**src/hdl/ccc_pkg.sv**
```systemverilog
// ----------------------------------------------------------------------------
// ccc_pkg
// Shared widths, reset values, register indexes and pipeline item types of
// the chromaticity color classifier.
// ----------------------------------------------------------------------------
package ccc_pkg;

    localparam int CH_W      = 8;               // one color channel
    localparam int NUM_CH    = 3;               // blue, green, red
    localparam int SUM_W     = 10;              // b + g + r <= 765
    localparam int NUM_W     = 16;              // c * 255 <= 65025
    localparam int QUOT_W    = 8;               // normalized channel
    localparam int SH_W      = SUM_W + QUOT_W - 1;  // divisor shifted by the top quotient bit
    localparam int SQ_W      = 2 * QUOT_W;      // square of an 8-bit difference
    localparam int DIST_W    = SQ_W + 1;        // sum of two squares
    localparam int THR_W     = 10;
    localparam int TGT_W     = 8;
    localparam int RAD_W     = 18;

    localparam int NORM_SCALE = 255;
    localparam int DIV_BITS_DEFAULT = 2;        // quotient bits per divider stage

    localparam int CH_B = 0;
    localparam int CH_G = 1;
    localparam int CH_R = 2;

    localparam int APB_ADDR_W = 4;
    localparam int APB_DATA_W = 32;

    localparam logic [THR_W-1:0] DARK_THRESHOLD_RST = THR_W'(125);
    localparam logic [TGT_W-1:0] TARGET_GREEN_RST   = TGT_W'(40);
    localparam logic [TGT_W-1:0] TARGET_RED_RST     = TGT_W'(180);
    localparam logic [RAD_W-1:0] RADIUS_SQUARED_RST = RAD_W'(3600);

    typedef enum logic [1:0] {
        REG_DARK_THRESHOLD = 2'd0,
        REG_TARGET_GREEN   = 2'd1,
        REG_TARGET_RED     = 2'd2,
        REG_RADIUS_SQUARED = 2'd3
    } t_reg_idx;

    typedef struct packed {
        logic [THR_W-1:0] dark_threshold;
        logic [TGT_W-1:0] target_green;
        logic [TGT_W-1:0] target_red;
        logic [RAD_W-1:0] radius_squared;
    } t_cfg;

    // One pixel on its way through the divider: partial remainders and
    // quotients of the three channels share one divisor, the channel sum.
    typedef struct packed {
        logic [NUM_CH-1:0][NUM_W-1:0]  rem;
        logic [NUM_CH-1:0][QUOT_W-1:0] quot;
        logic [SUM_W-1:0]              sum;
        logic                          dark;
    } t_div_item;

endpackage

```
**src/hdl/ccc_pix_if.sv**
```systemverilog
// ----------------------------------------------------------------------------
// ccc_pix_if
// Pixel request channel: valid/ready handshake with one BGR pixel.
// ----------------------------------------------------------------------------
interface ccc_pix_if import ccc_pkg::*; ();

    logic            valid;
    logic            ready;
    logic [CH_W-1:0] blue_in;
    logic [CH_W-1:0] green_in;
    logic [CH_W-1:0] red_in;

    modport source (output valid, output blue_in, output green_in, output red_in,
                    input ready);
    modport sink   (input valid, input blue_in, input green_in, input red_in,
                    output ready);

endinterface

```
**src/hdl/ccc_res_if.sv**
```systemverilog
// ----------------------------------------------------------------------------
// ccc_res_if
// Result request channel: normalized pixel and target mask bit.
// ----------------------------------------------------------------------------
interface ccc_res_if import ccc_pkg::*; ();

    logic              valid;
    logic              ready;
    logic [QUOT_W-1:0] norm_blue;
    logic [QUOT_W-1:0] norm_green;
    logic [QUOT_W-1:0] norm_red;
    logic              in_target;

    modport source (output valid, output norm_blue, output norm_green, output norm_red,
                    output in_target, input ready);
    modport sink   (input valid, input norm_blue, input norm_green, input norm_red,
                    input in_target, output ready);

endinterface

```
**src/hdl/ccc_front.sv**
```systemverilog
// ----------------------------------------------------------------------------
// ccc_front
// First pipeline stage: channel sum, dark decision and the scaled numerators
// c * 255 that enter the divider.
// ----------------------------------------------------------------------------
module ccc_front import ccc_pkg::*; (
    input  logic             i_clk,
    input  logic             i_rst_n,
    input  logic             i_valid,
    input  logic [CH_W-1:0]  i_blue,
    input  logic [CH_W-1:0]  i_green,
    input  logic [CH_W-1:0]  i_red,
    input  t_cfg             i_cfg,
    output logic             o_ready,
    output logic             o_valid,
    output t_div_item        o_item,
    input  logic             i_ready
);

    logic      r_valid;
    t_div_item r_item;
    t_div_item n_item;
    logic [SUM_W-1:0] sum;

    assign sum = SUM_W'(i_blue) + SUM_W'(i_green) + SUM_W'(i_red);

    always_comb begin
        n_item      = '0;
        n_item.sum  = sum;
        n_item.dark = (sum < i_cfg.dark_threshold) || (sum == '0);
        n_item.rem[CH_B] = NUM_W'(i_blue)  * NUM_W'(NORM_SCALE);
        n_item.rem[CH_G] = NUM_W'(i_green) * NUM_W'(NORM_SCALE);
        n_item.rem[CH_R] = NUM_W'(i_red)   * NUM_W'(NORM_SCALE);
    end

    assign o_ready = !r_valid || i_ready;

    always_ff @(posedge i_clk) begin
        if (!i_rst_n) begin
            r_valid <= 1'b0;
        end else if (o_ready) begin
            r_valid <= i_valid;
        end
    end

    always_ff @(posedge i_clk) begin
        if (o_ready && i_valid) begin
            r_item <= n_item;
        end
    end

    assign o_valid = r_valid;
    assign o_item  = r_item;

endmodule

```
**src/hdl/ccc_div_stage.sv**
```systemverilog
// ----------------------------------------------------------------------------
// ccc_div_stage
// One stage of the pipelined restoring divider. It resolves BITS quotient
// bits of all three channels against the shared channel sum.
// ----------------------------------------------------------------------------
module ccc_div_stage import ccc_pkg::*; #(
    parameter int STAGE_IDX = 0,
    parameter int BITS      = DIV_BITS_DEFAULT
) (
    input  logic      i_clk,
    input  logic      i_rst_n,
    input  logic      i_valid,
    input  t_div_item i_item,
    output logic      o_ready,
    output logic      o_valid,
    output t_div_item o_item,
    input  logic      i_ready
);

    logic      r_valid;
    t_div_item r_item;
    t_div_item n_item;

    // The numerator is at most 255 times the divisor, so the remainder that
    // enters the step for quotient bit k is always below sum << (k + 1).
    always_comb begin
        logic [NUM_W-1:0]  rem;
        logic [QUOT_W-1:0] quot;
        logic [SH_W-1:0]   dsh;
        n_item = i_item;
        for (int ch = 0; ch < NUM_CH; ch++) begin
            rem  = i_item.rem[ch];
            quot = i_item.quot[ch];
            for (int j = 0; j < BITS; j++) begin
                dsh = SH_W'(i_item.sum) << (QUOT_W - 1 - STAGE_IDX * BITS - j);
                if (SH_W'(rem) >= dsh) begin
                    rem  = NUM_W'(SH_W'(rem) - dsh);
                    quot = {quot[QUOT_W-2:0], 1'b1};
                end else begin
                    quot = {quot[QUOT_W-2:0], 1'b0};
                end
            end
            n_item.rem[ch]  = rem;
            n_item.quot[ch] = quot;
        end
    end

    assign o_ready = !r_valid || i_ready;

    always_ff @(posedge i_clk) begin
        if (!i_rst_n) begin
            r_valid <= 1'b0;
        end else if (o_ready) begin
            r_valid <= i_valid;
        end
    end

    always_ff @(posedge i_clk) begin
        if (o_ready && i_valid) begin
            r_item <= n_item;
        end
    end

    assign o_valid = r_valid;
    assign o_item  = r_item;

endmodule

```
**src/hdl/ccc_dist.sv**
```systemverilog
// ----------------------------------------------------------------------------
// ccc_dist
// Last two pipeline stages: dark masking, squared distance terms to the
// target point, then the sum and the radius compare into the output register.
// ----------------------------------------------------------------------------
module ccc_dist import ccc_pkg::*; (
    input  logic              i_clk,
    input  logic              i_rst_n,
    input  logic              i_valid,
    input  t_div_item         i_item,
    input  t_cfg              i_cfg,
    output logic              o_ready,
    output logic              o_valid,
    output logic [QUOT_W-1:0] o_norm_blue,
    output logic [QUOT_W-1:0] o_norm_green,
    output logic [QUOT_W-1:0] o_norm_red,
    output logic              o_in_target,
    input  logic              i_ready
);

    // Square stage.
    logic              r_a_valid;
    logic [QUOT_W-1:0] r_a_nb, r_a_ng, r_a_nr;
    logic [SQ_W-1:0]   r_a_sq_g, r_a_sq_r;
    logic [QUOT_W-1:0] n_a_nb, n_a_ng, n_a_nr;
    logic [QUOT_W-1:0] dg, dr;
    logic              a_ready;

    // Compare stage, which is also the output register.
    logic              r_b_valid;
    logic [QUOT_W-1:0] r_b_nb, r_b_ng, r_b_nr;
    logic              r_b_hit;
    logic [DIST_W-1:0] sq_dist;

    always_comb begin
        if (i_item.dark) begin
            n_a_nb = '0;
            n_a_ng = '0;
            n_a_nr = '0;
        end else begin
            n_a_nb = i_item.quot[CH_B];
            n_a_ng = i_item.quot[CH_G];
            n_a_nr = i_item.quot[CH_R];
        end
        dg = (n_a_ng >= i_cfg.target_green) ? (n_a_ng - i_cfg.target_green)
                                            : (i_cfg.target_green - n_a_ng);
        dr = (n_a_nr >= i_cfg.target_red) ? (n_a_nr - i_cfg.target_red)
                                          : (i_cfg.target_red - n_a_nr);
    end

    assign o_ready = !r_a_valid || a_ready;
    assign a_ready = !r_b_valid || i_ready;

    always_ff @(posedge i_clk) begin
        if (!i_rst_n) begin
            r_a_valid <= 1'b0;
            r_b_valid <= 1'b0;
        end else begin
            if (o_ready) begin
                r_a_valid <= i_valid;
            end
            if (a_ready) begin
                r_b_valid <= r_a_valid;
            end
        end
    end

    always_ff @(posedge i_clk) begin
        if (o_ready && i_valid) begin
            r_a_nb   <= n_a_nb;
            r_a_ng   <= n_a_ng;
            r_a_nr   <= n_a_nr;
            r_a_sq_g <= SQ_W'(dg) * SQ_W'(dg);
            r_a_sq_r <= SQ_W'(dr) * SQ_W'(dr);
        end
    end

    assign sq_dist = DIST_W'(r_a_sq_g) + DIST_W'(r_a_sq_r);

    always_ff @(posedge i_clk) begin
        if (a_ready && r_a_valid) begin
            r_b_nb  <= r_a_nb;
            r_b_ng  <= r_a_ng;
            r_b_nr  <= r_a_nr;
            r_b_hit <= RAD_W'(sq_dist) < i_cfg.radius_squared;
        end
    end

    assign o_valid      = r_b_valid;
    assign o_norm_blue  = r_b_nb;
    assign o_norm_green = r_b_ng;
    assign o_norm_red   = r_b_nr;
    assign o_in_target  = r_b_hit;

endmodule

```
**src/hdl/chromaticity_color_classifier_core.sv**
```systemverilog
// ----------------------------------------------------------------------------
// chromaticity_color_classifier_core
// The core takes one BGR pixel per clock unless the result channel stalls,
// and returns its normalized chromaticity floor(c * 255 / (b + g + r)) per
// channel, zero for pixels whose channel sum is zero or below the dark
// threshold, together with a mask bit that is set when the normalized green
// and red lie strictly inside the configured target circle. Each pixel
// request yields exactly one result request, in order. Without a stall the
// sustained rate is one pixel per clock. The pipeline is one front stage,
// then the pipelined restoring divider stages, each resolving DIV_BITS
// quotient bits, and two stages for distance and compare. Every stage
// carries its own valid bit, so a stalled result does not stop the stages
// behind it from filling. Registers are to be written over the APB port
// only while no pixel is in flight; the block itself does not enforce it.
// ----------------------------------------------------------------------------
module chromaticity_color_classifier_core import ccc_pkg::*; #(
    parameter int DIV_BITS = DIV_BITS_DEFAULT
) (
    input  logic                  i_clk,
    input  logic                  i_rst_n,
    ccc_pix_if.sink               i_pix,
    ccc_res_if.source             o_res,
    input  logic                  psel,
    input  logic                  penable,
    input  logic                  pwrite,
    input  logic [APB_ADDR_W-1:0] paddr,
    input  logic [APB_DATA_W-1:0] pwdata,
    output logic [APB_DATA_W-1:0] prdata,
    output logic                  pready
);

    localparam int NUM_DIV = QUOT_W / DIV_BITS;

    t_cfg      r_cfg;
    t_reg_idx  reg_idx;
    logic      cfg_wr;

    t_div_item stg_item  [NUM_DIV+1];
    logic      stg_valid [NUM_DIV+1];
    logic      stg_ready [NUM_DIV+1];

    // Configuration registers.
    assign pready  = 1'b1;
    assign reg_idx = t_reg_idx'(paddr[3:2]);
    assign cfg_wr  = psel && penable && pwrite && pready;

    always_ff @(posedge i_clk) begin
        if (!i_rst_n) begin
            r_cfg.dark_threshold <= DARK_THRESHOLD_RST;
            r_cfg.target_green   <= TARGET_GREEN_RST;
            r_cfg.target_red     <= TARGET_RED_RST;
            r_cfg.radius_squared <= RADIUS_SQUARED_RST;
        end else if (cfg_wr) begin
            case (reg_idx)
                REG_DARK_THRESHOLD: r_cfg.dark_threshold <= pwdata[THR_W-1:0];
                REG_TARGET_GREEN:   r_cfg.target_green   <= pwdata[TGT_W-1:0];
                REG_TARGET_RED:     r_cfg.target_red     <= pwdata[TGT_W-1:0];
                REG_RADIUS_SQUARED: r_cfg.radius_squared <= pwdata[RAD_W-1:0];
                default: ;
            endcase
        end
    end

    always_comb begin
        case (reg_idx)
            REG_DARK_THRESHOLD: prdata = APB_DATA_W'(r_cfg.dark_threshold);
            REG_TARGET_GREEN:   prdata = APB_DATA_W'(r_cfg.target_green);
            REG_TARGET_RED:     prdata = APB_DATA_W'(r_cfg.target_red);
            REG_RADIUS_SQUARED: prdata = APB_DATA_W'(r_cfg.radius_squared);
            default:            prdata = '0;
        endcase
    end

    // Datapath.
    ccc_front u_front (
        .i_clk   (i_clk),
        .i_rst_n (i_rst_n),
        .i_valid (i_pix.valid),
        .i_blue  (i_pix.blue_in),
        .i_green (i_pix.green_in),
        .i_red   (i_pix.red_in),
        .i_cfg   (r_cfg),
        .o_ready (i_pix.ready),
        .o_valid (stg_valid[0]),
        .o_item  (stg_item[0]),
        .i_ready (stg_ready[0])
    );

    for (genvar s = 0; s < NUM_DIV; s++) begin : g_div
        ccc_div_stage #(
            .STAGE_IDX (s),
            .BITS      (DIV_BITS)
        ) u_div (
            .i_clk   (i_clk),
            .i_rst_n (i_rst_n),
            .i_valid (stg_valid[s]),
            .i_item  (stg_item[s]),
            .o_ready (stg_ready[s]),
            .o_valid (stg_valid[s+1]),
            .o_item  (stg_item[s+1]),
            .i_ready (stg_ready[s+1])
        );
    end

    ccc_dist u_dist (
        .i_clk        (i_clk),
        .i_rst_n      (i_rst_n),
        .i_valid      (stg_valid[NUM_DIV]),
        .i_item       (stg_item[NUM_DIV]),
        .i_cfg        (r_cfg),
        .o_ready      (stg_ready[NUM_DIV]),
        .o_valid      (o_res.valid),
        .o_norm_blue  (o_res.norm_blue),
        .o_norm_green (o_res.norm_green),
        .o_norm_red   (o_res.norm_red),
        .o_in_target  (o_res.in_target),
        .i_ready      (o_res.ready)
    );

    // The floored shares of one pixel never add up to more than the scale.
    a_norm_sum: assert property (@(posedge i_clk) disable iff (!i_rst_n)
        o_res.valid |-> (SUM_W'(o_res.norm_blue) + SUM_W'(o_res.norm_green)
                         + SUM_W'(o_res.norm_red)) <= SUM_W'(NORM_SCALE))
        else $error("normalized channels exceed the scale");

    // A strict compare can never match against a zero radius.
    a_zero_radius: assert property (@(posedge i_clk) disable iff (!i_rst_n)
        (o_res.valid && r_cfg.radius_squared == '0) |-> !o_res.in_target)
        else $error("target match with zero radius");

    // A register write lands in the register that its address selects.
    a_cfg_green: assert property (@(posedge i_clk) disable iff (!i_rst_n)
        (cfg_wr && reg_idx == REG_TARGET_GREEN)
            |=> r_cfg.target_green == $past(pwdata[TGT_W-1:0]))
        else $error("target green register write lost");

endmodule
```
**src/flat_wrapper.sv**
```systemverilog
// flat-port wrapper written by rule: the top's interface ports become plain ports
module chromaticity_color_classifier_core_flat import ccc_pkg::*;
#(
    parameter int DIV_BITS = DIV_BITS_DEFAULT
)
  (i_clk, i_rst_n, psel, penable, pwrite, paddr, pwdata, prdata, pready, i_pix_valid, i_pix_blue_in, i_pix_green_in, i_pix_red_in, i_pix_ready, o_res_valid, o_res_norm_blue, o_res_norm_green, o_res_norm_red, o_res_in_target, o_res_ready);
  ccc_pix_if i_pix_i ();
  ccc_res_if o_res_i ();
  input  logic i_clk;
  input  logic i_rst_n;
  input  logic psel;
  input  logic penable;
  input  logic pwrite;
  input  logic [APB_ADDR_W-1:0] paddr;
  input  logic [APB_DATA_W-1:0] pwdata;
  output logic [APB_DATA_W-1:0] prdata;
  output logic pready;
  input wire logic [$bits(i_pix_i.valid)-1:0] i_pix_valid;
  input wire logic [$bits(i_pix_i.blue_in)-1:0] i_pix_blue_in;
  input wire logic [$bits(i_pix_i.green_in)-1:0] i_pix_green_in;
  input wire logic [$bits(i_pix_i.red_in)-1:0] i_pix_red_in;
  output wire logic [$bits(i_pix_i.ready)-1:0] i_pix_ready;
  output wire logic [$bits(o_res_i.valid)-1:0] o_res_valid;
  output wire logic [$bits(o_res_i.norm_blue)-1:0] o_res_norm_blue;
  output wire logic [$bits(o_res_i.norm_green)-1:0] o_res_norm_green;
  output wire logic [$bits(o_res_i.norm_red)-1:0] o_res_norm_red;
  output wire logic [$bits(o_res_i.in_target)-1:0] o_res_in_target;
  input wire logic [$bits(o_res_i.ready)-1:0] o_res_ready;
  assign i_pix_i.valid = i_pix_valid;
  assign i_pix_i.blue_in = i_pix_blue_in;
  assign i_pix_i.green_in = i_pix_green_in;
  assign i_pix_i.red_in = i_pix_red_in;
  assign i_pix_ready = i_pix_i.ready;
  assign o_res_valid = o_res_i.valid;
  assign o_res_norm_blue = o_res_i.norm_blue;
  assign o_res_norm_green = o_res_i.norm_green;
  assign o_res_norm_red = o_res_i.norm_red;
  assign o_res_in_target = o_res_i.in_target;
  assign o_res_i.ready = o_res_ready;
  chromaticity_color_classifier_core #(.DIV_BITS(DIV_BITS)) u_core (.i_clk(i_clk), .i_rst_n(i_rst_n), .i_pix(i_pix_i), .o_res(o_res_i), .psel(psel), .penable(penable), .pwrite(pwrite), .paddr(paddr), .pwdata(pwdata), .prdata(prdata), .pready(pready));
endmodule
```
**config.mk**
```make
export PLATFORM = sky130hd
export DESIGN_NAME = chromaticity_color_classifier_core_flat
export DESIGN_NICKNAME = d
export VERILOG_FILES = /design/src/hdl/ccc_pkg.sv /design/src/hdl/ccc_pix_if.sv /design/src/hdl/ccc_res_if.sv /design/src/hdl/ccc_front.sv /design/src/hdl/ccc_div_stage.sv /design/src/hdl/ccc_dist.sv /design/src/hdl/chromaticity_color_classifier_core.sv /design/src/flat_wrapper.sv
export SDC_FILE = /design/constraint.sdc
export NUM_CORES = 2
export LEC_CHECK = 0
export BUFFER_PORTS_ARGS = -buffer_cell sky130_fd_sc_hd__buf_2
export CAP_MARGIN = 5
export CORE_MARGIN = 1.5
export CORE_UTILIZATION = 45
export DETAILED_ROUTE_END_ITERATION = 12
export GPL_TIMING_DRIVEN = 1
export PLACE_DENSITY_LB_ADDON = 0.08
export SETUP_SLACK_MARGIN = 0.5
export SYNTH_ARGS = -nofsm -noshare
export SYNTH_HDL_FRONTEND = slang
export SYNTH_SLANG_ARGS = --single-unit
```
**constraint.sdc**
```tcl
create_clock -name i_clk -period 11.6 [get_ports i_clk]
set_clock_uncertainty 0.05 [all_clocks]
set_input_delay 0.58 -clock i_clk [delete_from_list [all_inputs] [get_ports i_clk]]
set_output_delay 0.58 -clock i_clk [all_outputs]
set_load 0.1 [all_outputs]
```
# Word-level counts from Yosys, hierarchy flattened
# Index checks and enable logic that the tools add are counted.
# W data, S select, Z words.
# word_totals
wordCells	197
n_memories	0
input_bits	67
ramBits	0
out_inout_bits	60
latch_bits	0
ff_bits	429
romBits	0
# op_classes
mux	50
n_lt_le_gt_ge	28
mul	5
n_reduce_logical	30
addsub	28
n_div	0
n_eq_ne	3
n_bitwise	0
shift	0
# ops
cell	count
$mux W16	21
$pmux W32 S4	1
$sub A16 B16 Y16	6
$ge A16 B17 Y1	3
$ge A16 B10 Y1	3
$ge A16 B11 Y1	3
$ge A16 B12 Y1	3
$ge A16 B13 Y1	3
$ge A16 B14 Y1	3
$ge A16 B15 Y1	3
$ge A16 B16 Y1	3
$mul A8 B8 Y16 const B	3
$sub A16 B11 Y16	3
$sub A16 B12 Y16	3
$sub A16 B13 Y16	3
$sub A16 B14 Y16	3
$sub A16 B15 Y16	3
$mul A8 B8 Y16	2
$mux W8	4
$sub A8 B8 Y8	4
$mux W1	24
$lt A17 B18 Y1	1
$add A16 B16 Y17	1
$ge A8 B8 Y1	2
other kinds (11)	36

# Depth between registers and ports, before layout
# logic_depth
word_depth	9
mapped_depth	31
depth_no_buf	30

# Modules after synthesis
# From an unflattened synthesis, not the netlist that was laid out.
# unflattened
hier_cells	4192
area_unflattened_um2	43539.3
# by_module_without_submodules
module	area_per_inst_um2	instances	seq_area_each_um2	cells_each
ccc_dist	8204.1	1	2412.3	827
ccc_front	7644.8	1	1791.7	708
ccc_div_stage at u_core.g_div[3].u_div	6925.4	1	2512.4	713
ccc_div_stage at u_core.g_div[2].u_div	6482.5	1	2512.4	627
ccc_div_stage at u_core.g_div[1].u_div	6257.3	1	2512.4	578
ccc_div_stage at u_core.g_div[0].u_div	5881.9	1	2512.4	515
chromaticity_color_classifier_core	2143.3	1	880.8	224

# Least setup slack after synthesis
# Ideal clock, no wire load.
# synth_timing
kind	register -> register
from	register u_core.u_dist.r_b_valid (netlist: u_core.u_dist.o_valid)
to	register u_core.g_div[1].u_div.r_item, in the netlist u_core.g_div[1].u_div.o_item[0] (enable)
t_arrival_ps	6517
synth_period_minus_slack_ps	7175
setup_ps	609
t_required_ps	10941
path_slack_ps	4425
path_stages_with_launch	5
path_cell_list	dfxtp_1 -> nor2b_1 -> and3_1 -> and2_1 -> a21boi_0
# synth_between
elab_chain_cells	7
# synth_lines
element	line_no	text
start, declared	ccc_dist.sv:30	logic r_b_valid;
start signal, assigned	ccc_dist.sv:63	r_b_valid <= r_a_valid;
$logic_not A1 Y1	ccc_dist.sv:52	assign a_ready = !r_b_valid || i_ready;
$logic_or A1 B1 Y1	ccc_dist.sv:52	
$logic_or A1 B1 Y1	ccc_dist.sv:51	assign o_ready = !r_a_valid || a_ready;
$logic_or A1 B1 Y1 (3 in series)	ccc_div_stage.sv:48	assign o_ready = !r_valid || i_ready;
$logic_and A1 B1 Y1	ccc_div_stage.sv:59	if (o_ready && i_valid) begin
end signal, assigned	ccc_div_stage.sv:60	r_item <= n_item;
end, declared	ccc_div_stage.sv:21	t_div_item r_item;
# Every way passes these cells.
# A chain may end at the register's enable or synchronous reset.

# Final worst setup path
# layout_timing
from	register u_core.g_div[3].u_div.r_item, in the netlist u_core.g_div[3].u_div.o_item[0]
to	register u_core.u_dist.r_a_sq_r[15], data pin
# layout_between
elab_chain_cells	4
elab_cells_between_ends	6
cone_classes	add/sub (2); mul (1); order compare (1); mux (2)
# layout_lines
element	line_no	text
start, declared	ccc_div_stage.sv:21	
start signal, assigned	ccc_div_stage.sv:60	
$mux W8 (*)	ccc_dist.sv:36	if (i_item.dark) begin
$sub A8 B8 Y8, or another cell as far along	ccc_dist.sv:48	: (i_cfg.target_red - n_a_nr);
$mux W8 (*)	ccc_dist.sv:47	dr = (n_a_nr >= i_cfg.target_red) ? (n_a_nr - i_cfg.target_red)
$mul A8 B8 Y16 (*)	ccc_dist.sv:74	r_a_sq_r <= SQ_W'(dr) * SQ_W'(dr);
end signal, assigned	ccc_dist.sv:74	
end, declared	ccc_dist.sv:24	logic [SQ_W-1:0] r_a_sq_g, r_a_sq_r;
# Every way passes the cells marked *; elsewhere a longest branch is shown, timed or not.

==> impl_metrics.py <==
metrics = {
    "outcome": {
        "status": "completed",
    },
    "drt": {
        "vias": 26240,
        "first_pass_iters": 5,
        "wl_per_cell_um": 17.83,
        "drt-total-wl_um": 87900,
        "drt_iter0_drc": 1393,
        "drcViolationCount": 0,
        "vias_per_cell": 5.323,
        "ant_nets": 0,
    },
    "clock_network": {
        "cts.root.buffer_cell": "clkbuf_16",
        "clk_pin_slew_ns": 0.06,
        "clockBufferDepth": 3,
        "cts_made_buffers": 51,
        "tritoncts": "built",
        "cts.sinks": 427,
        "clock_latency_ns": 0.61,
        "cts_hold_buf": 0,
        "cts_max_level": 2,
        "cts_resized": 0,
        "postCtsSetupBuffers": 0,
    },
    "yosys": {
        "synthMuxAreaShare": 0.04255,
        "synth_cells": 3702,
        "synth-compound-area-share": 0.1364,
        "synthSimpleGateAreaFrac": 0.1219,
        "async_flop_share": 0,
        "ys_seq_area_frac": 0.3315,
        "syn-cell-area_mm2": 0.03714,
        "avgSynthCellArea_um2": 10.03,
        "ys.flop_type": "edfxtp_1",
        "synth_edf_count": 376,
        "synth_area_leaders": "edfxtp_1, ha_1, fa_1, inv_1, xnor2_1",
        "synthAdderAreaFrac": 0.2558,
        "synth.yosys.warnings": 0,
        "ys_ff_latch": 427,
        "synth_cell_types": 84,
        "synth_largest_area_cell": "edfxtp_1",
        "synth_xor_area_frac": 0.05589,
        "synth_top_area_frac": 0.3040,
        "synth_top_family_by_area": "adder cells",
    },
    "worst_setup_path": {
        "cp-start-kind": "flip-flop",
        "cpPeakStageDelay_ns": 0.91,
        "r2r_slack_ns": 3.44,
        "required_ns": 11.89,
        "crit_family": "adder cells",
        "cp-end-kind": "flip-flop",
        "timing.critical_path.arrival_ns": 8.45,
        "cp_common_cell": "fa_1",
        "critPathKind": "reg -> reg",
        "slowest_stage": "edfxtp_1",
        "path_buf_inv": 3,
        "crit_fanout": 24,
    },
    "global_route": {
        "first_global_vias": 24950,
        "grt.overflow.total": 0,
        "grt_max_degree": 72,
        "antenna_found_initial": 4,
        "grt_pass1_wl_um": 138200,
        "grt_use_total": 0.2070,
    },
    "layout": {
        "drive_gt1_frac": 0.09046,
        "fin_area_mm2": 0.04063,
        "finalNetCount": 4542,
        "synthToLayoutAreaGrowth_pct": 9.403,
    },
    "floorplanning": {
        "die_y_um": 290.3,
        "initial_core_util": 0.4538,
        "die_area_mm2": 0.08427,
        "dieWidth_um": 290.3,
        "io_pins": 127,
        "fp.coreArea_mm2": 0.08185,
        "core.rowCount": 105,
    },
    "power": {
        "ir_worst_vdd_uv": 141.3,
        "power.net_switching_mw": 4.418,
        "clockPowerShare": 0.156,
        "p_per_area_mw_per_mm2": 259.6,
        "finalPower_mw": 10.55,
        "p_comb_frac": 0.611,
        "power_frac_seq": 0.232,
        "power.share.switching": 0.4188,
        "internal-power_mw": 6.131,
        "p_leak_nw": 17.52,
    },
    "placed_design": {
        "post-dp-hpwl_um": 70240,
        "io_buffers": 95,
        "dpl_cell_area_mm2": 0.03890,
        "gp_congestion": 0.8706,
        "pre_cts_ws_ns": 3.440,
    },
    "timing": {
        "fin_ws_ns": 3.443,
        "tightest_slew_ns": 1.095,
        "setup_tns_ns": 0,
        "finalCritPeriodShare": 0.7032,
        "setup_viol": 0,
        "period_minus_slack_ns": 8.157,
        "slew_headroom": 0.2668,
        "fmax_ghz": 0.1226,
        "hold_viol": 0,
        "slew_violations": 0,
        "rsz0062_at_grt": "no",
    },
    "hold_path": {
        "min_path_type": "in -> reg",
    },
    "run": {
        "drv_cap": 0,
    },
}
metrics by stage:
step,utilization,instances,hold WS (ns)
floorplan,-,3715,0.3503
global placement,0.4753,4833,0.3511
detailed placement,0.4753,4833,0.3545
CTS,0.4964,4928,0.1125
global route,0.4964,4929,0.1259
finish,0.4964,4929,0.1565
cell usage after synthesis (all sizes together) (51+ instances only):
cell type	n
mux2	83
a21o	85
edfxtp	376
ha	492
o21ai	163
nor3	72
xor2	68
dfxtp	51
nor2b	100
nor2	281
nand2	184
inv	464
nand2b	62
a21oi	247
fa	167
xnor2	169
logic make-up (layout without fill, tap and decap cells):
| kind of cell | count (synthesis) | count (layout) |
|---|---|---|
| compound gates | 786 | 786 |
| simple gates | 921 | 921 |
| fa+ha+maj | 659 | 659 |
| flops | 427 | 427 |
| xor+xnor | 237 | 237 |
| mux | 136 | 136 |
| other cells | 2 | 16 |
| buf+inv | 534 | 677 |
placed cells by master (no fill, tap or decap), types with 12 or more instances in the layout:
cell type,synthesis,routed
xor2_1,68,68
or2_2,34,34
dfxtp_1,51,51
o21ai_0,161,161
nand3_1,47,47
a21oi_1,246,245
o31a_1,12,12
and3_1,20,20
nand2_1,184,184
a31oi_1,15,15
xnor2_1,169,169
buf_4,15,22
clkbuf_16,0,51
a21o_1,85,85
conb_1,2,15
nand2b_1,62,62
nor2b_1,100,96
nand4_1,36,36
mux2_2,79,79
o21a_1,48,48
inv_1,463,463
edfxtp_1,376,376
buf_2,5,95
o31ai_1,17,17
ha_1,492,492
o21bai_1,23,23
nor2_1,281,280
o211ai_1,27,27
a211oi_1,21,21
mux2i_1,45,45
or3_1,22,22
a21boi_0,42,40
nor3_1,71,71
fa_1,167,167
nor4_1,21,21
area by class of cell:
type	count	area, um^2
clock inverter	38	429.2
tap	1070	1339
timing repair buffer	117	640.6
sequential	427	12310
multi-input combinational	2754	22860
clock buffer	57	1299
inverter	465	1745
fill	7600	41220
antenna	1	2.502
metal layers:
layer,share of wire,vias to the layer above,global-route usage
li1,-,13320,-
met1,0.48,12360,0.2907
met2,0.45,429,0.3371
met3,0.035,119,0.02417
met4,0.027,2,0.05802
met5,0.00015,-,0
worst paths after layout:
path | start | end | cells after the start
max | u_core.g_div[3].u_div.o_item[0]$_DFFE_PP_ | u_core.u_dist.r_a_sq_r[15]$_DFFE_PP_ | 27
min reg2reg | u_core.u_dist.r_a_ng[0]$_DFFE_PP_ | u_core.u_dist.o_norm_green[0]$_DFFE_PP_ | 0
min | pwdata[10] | u_core.r_cfg[10]$_SDFFE_PN1P_ | 3
max reg2reg | u_core.g_div[3].u_div.o_item[0]$_DFFE_PP_ | u_core.u_dist.r_a_sq_r[15]$_DFFE_PP_ | 27
power by group through the flow:
stage               sequential, mW  combinational, mW  clock, mW
global placement              2.48               6.41          0
global route                  2.48               7.28       1.75
floorplan                     2.39               5.18          0
finish                        2.45               6.45       1.65
detailed placement            2.48               6.40          0
CTS                           2.45               6.46       1.70
flip-flops by register name (all words and copies together), names as in the netlist, 8 cells and up:
| register | cells |
|---|---|
| u_core.g_div.u_div.o_item | 238 |
| u_core.u_front.o_item | 59 |
| u_core.r_cfg | 44 |
| u_core.u_dist.r_a_sq_g | 15 |
| u_core.u_dist.r_a_sq_r | 15 |
| u_core.u_dist.o_norm_blue | 8 |
| u_core.u_dist.o_norm_green | 8 |
| u_core.u_dist.o_norm_red | 8 |
| u_core.u_dist.r_a_nb | 8 |
| u_core.u_dist.r_a_ng | 8 |
| u_core.u_dist.r_a_nr | 8 |
worst register-to-register path, stage by stage (launching register included):
cell and delay (ns):
edfxtp_1 0.91, nand2b_1 0.26, ha_1 0.15, inv_1 0.06
fa_1 0.45, a21o_1 0.17, a21oi_1 0.23, nand4b_1 0.14
a31oi_1 0.37, a2111oi_0 0.52, a31oi_1 0.09, xnor2_1 0.61
nor2_1 0.24, fa_1 0.60, xnor2_1 0.13, xnor2_1 0.11
fa_1 0.54, inv_1 0.05, fa_1 0.52, inv_1 0.04
ha_1 0.33, nor2b_1 0.15, o21a_1 0.18, o311a_1 0.31
o21a_1 0.19, o21ai_0 0.20, a21oi_1 0.11, xor2_1 0.16
No activity file was read; power rests on OpenSTA's default activity.
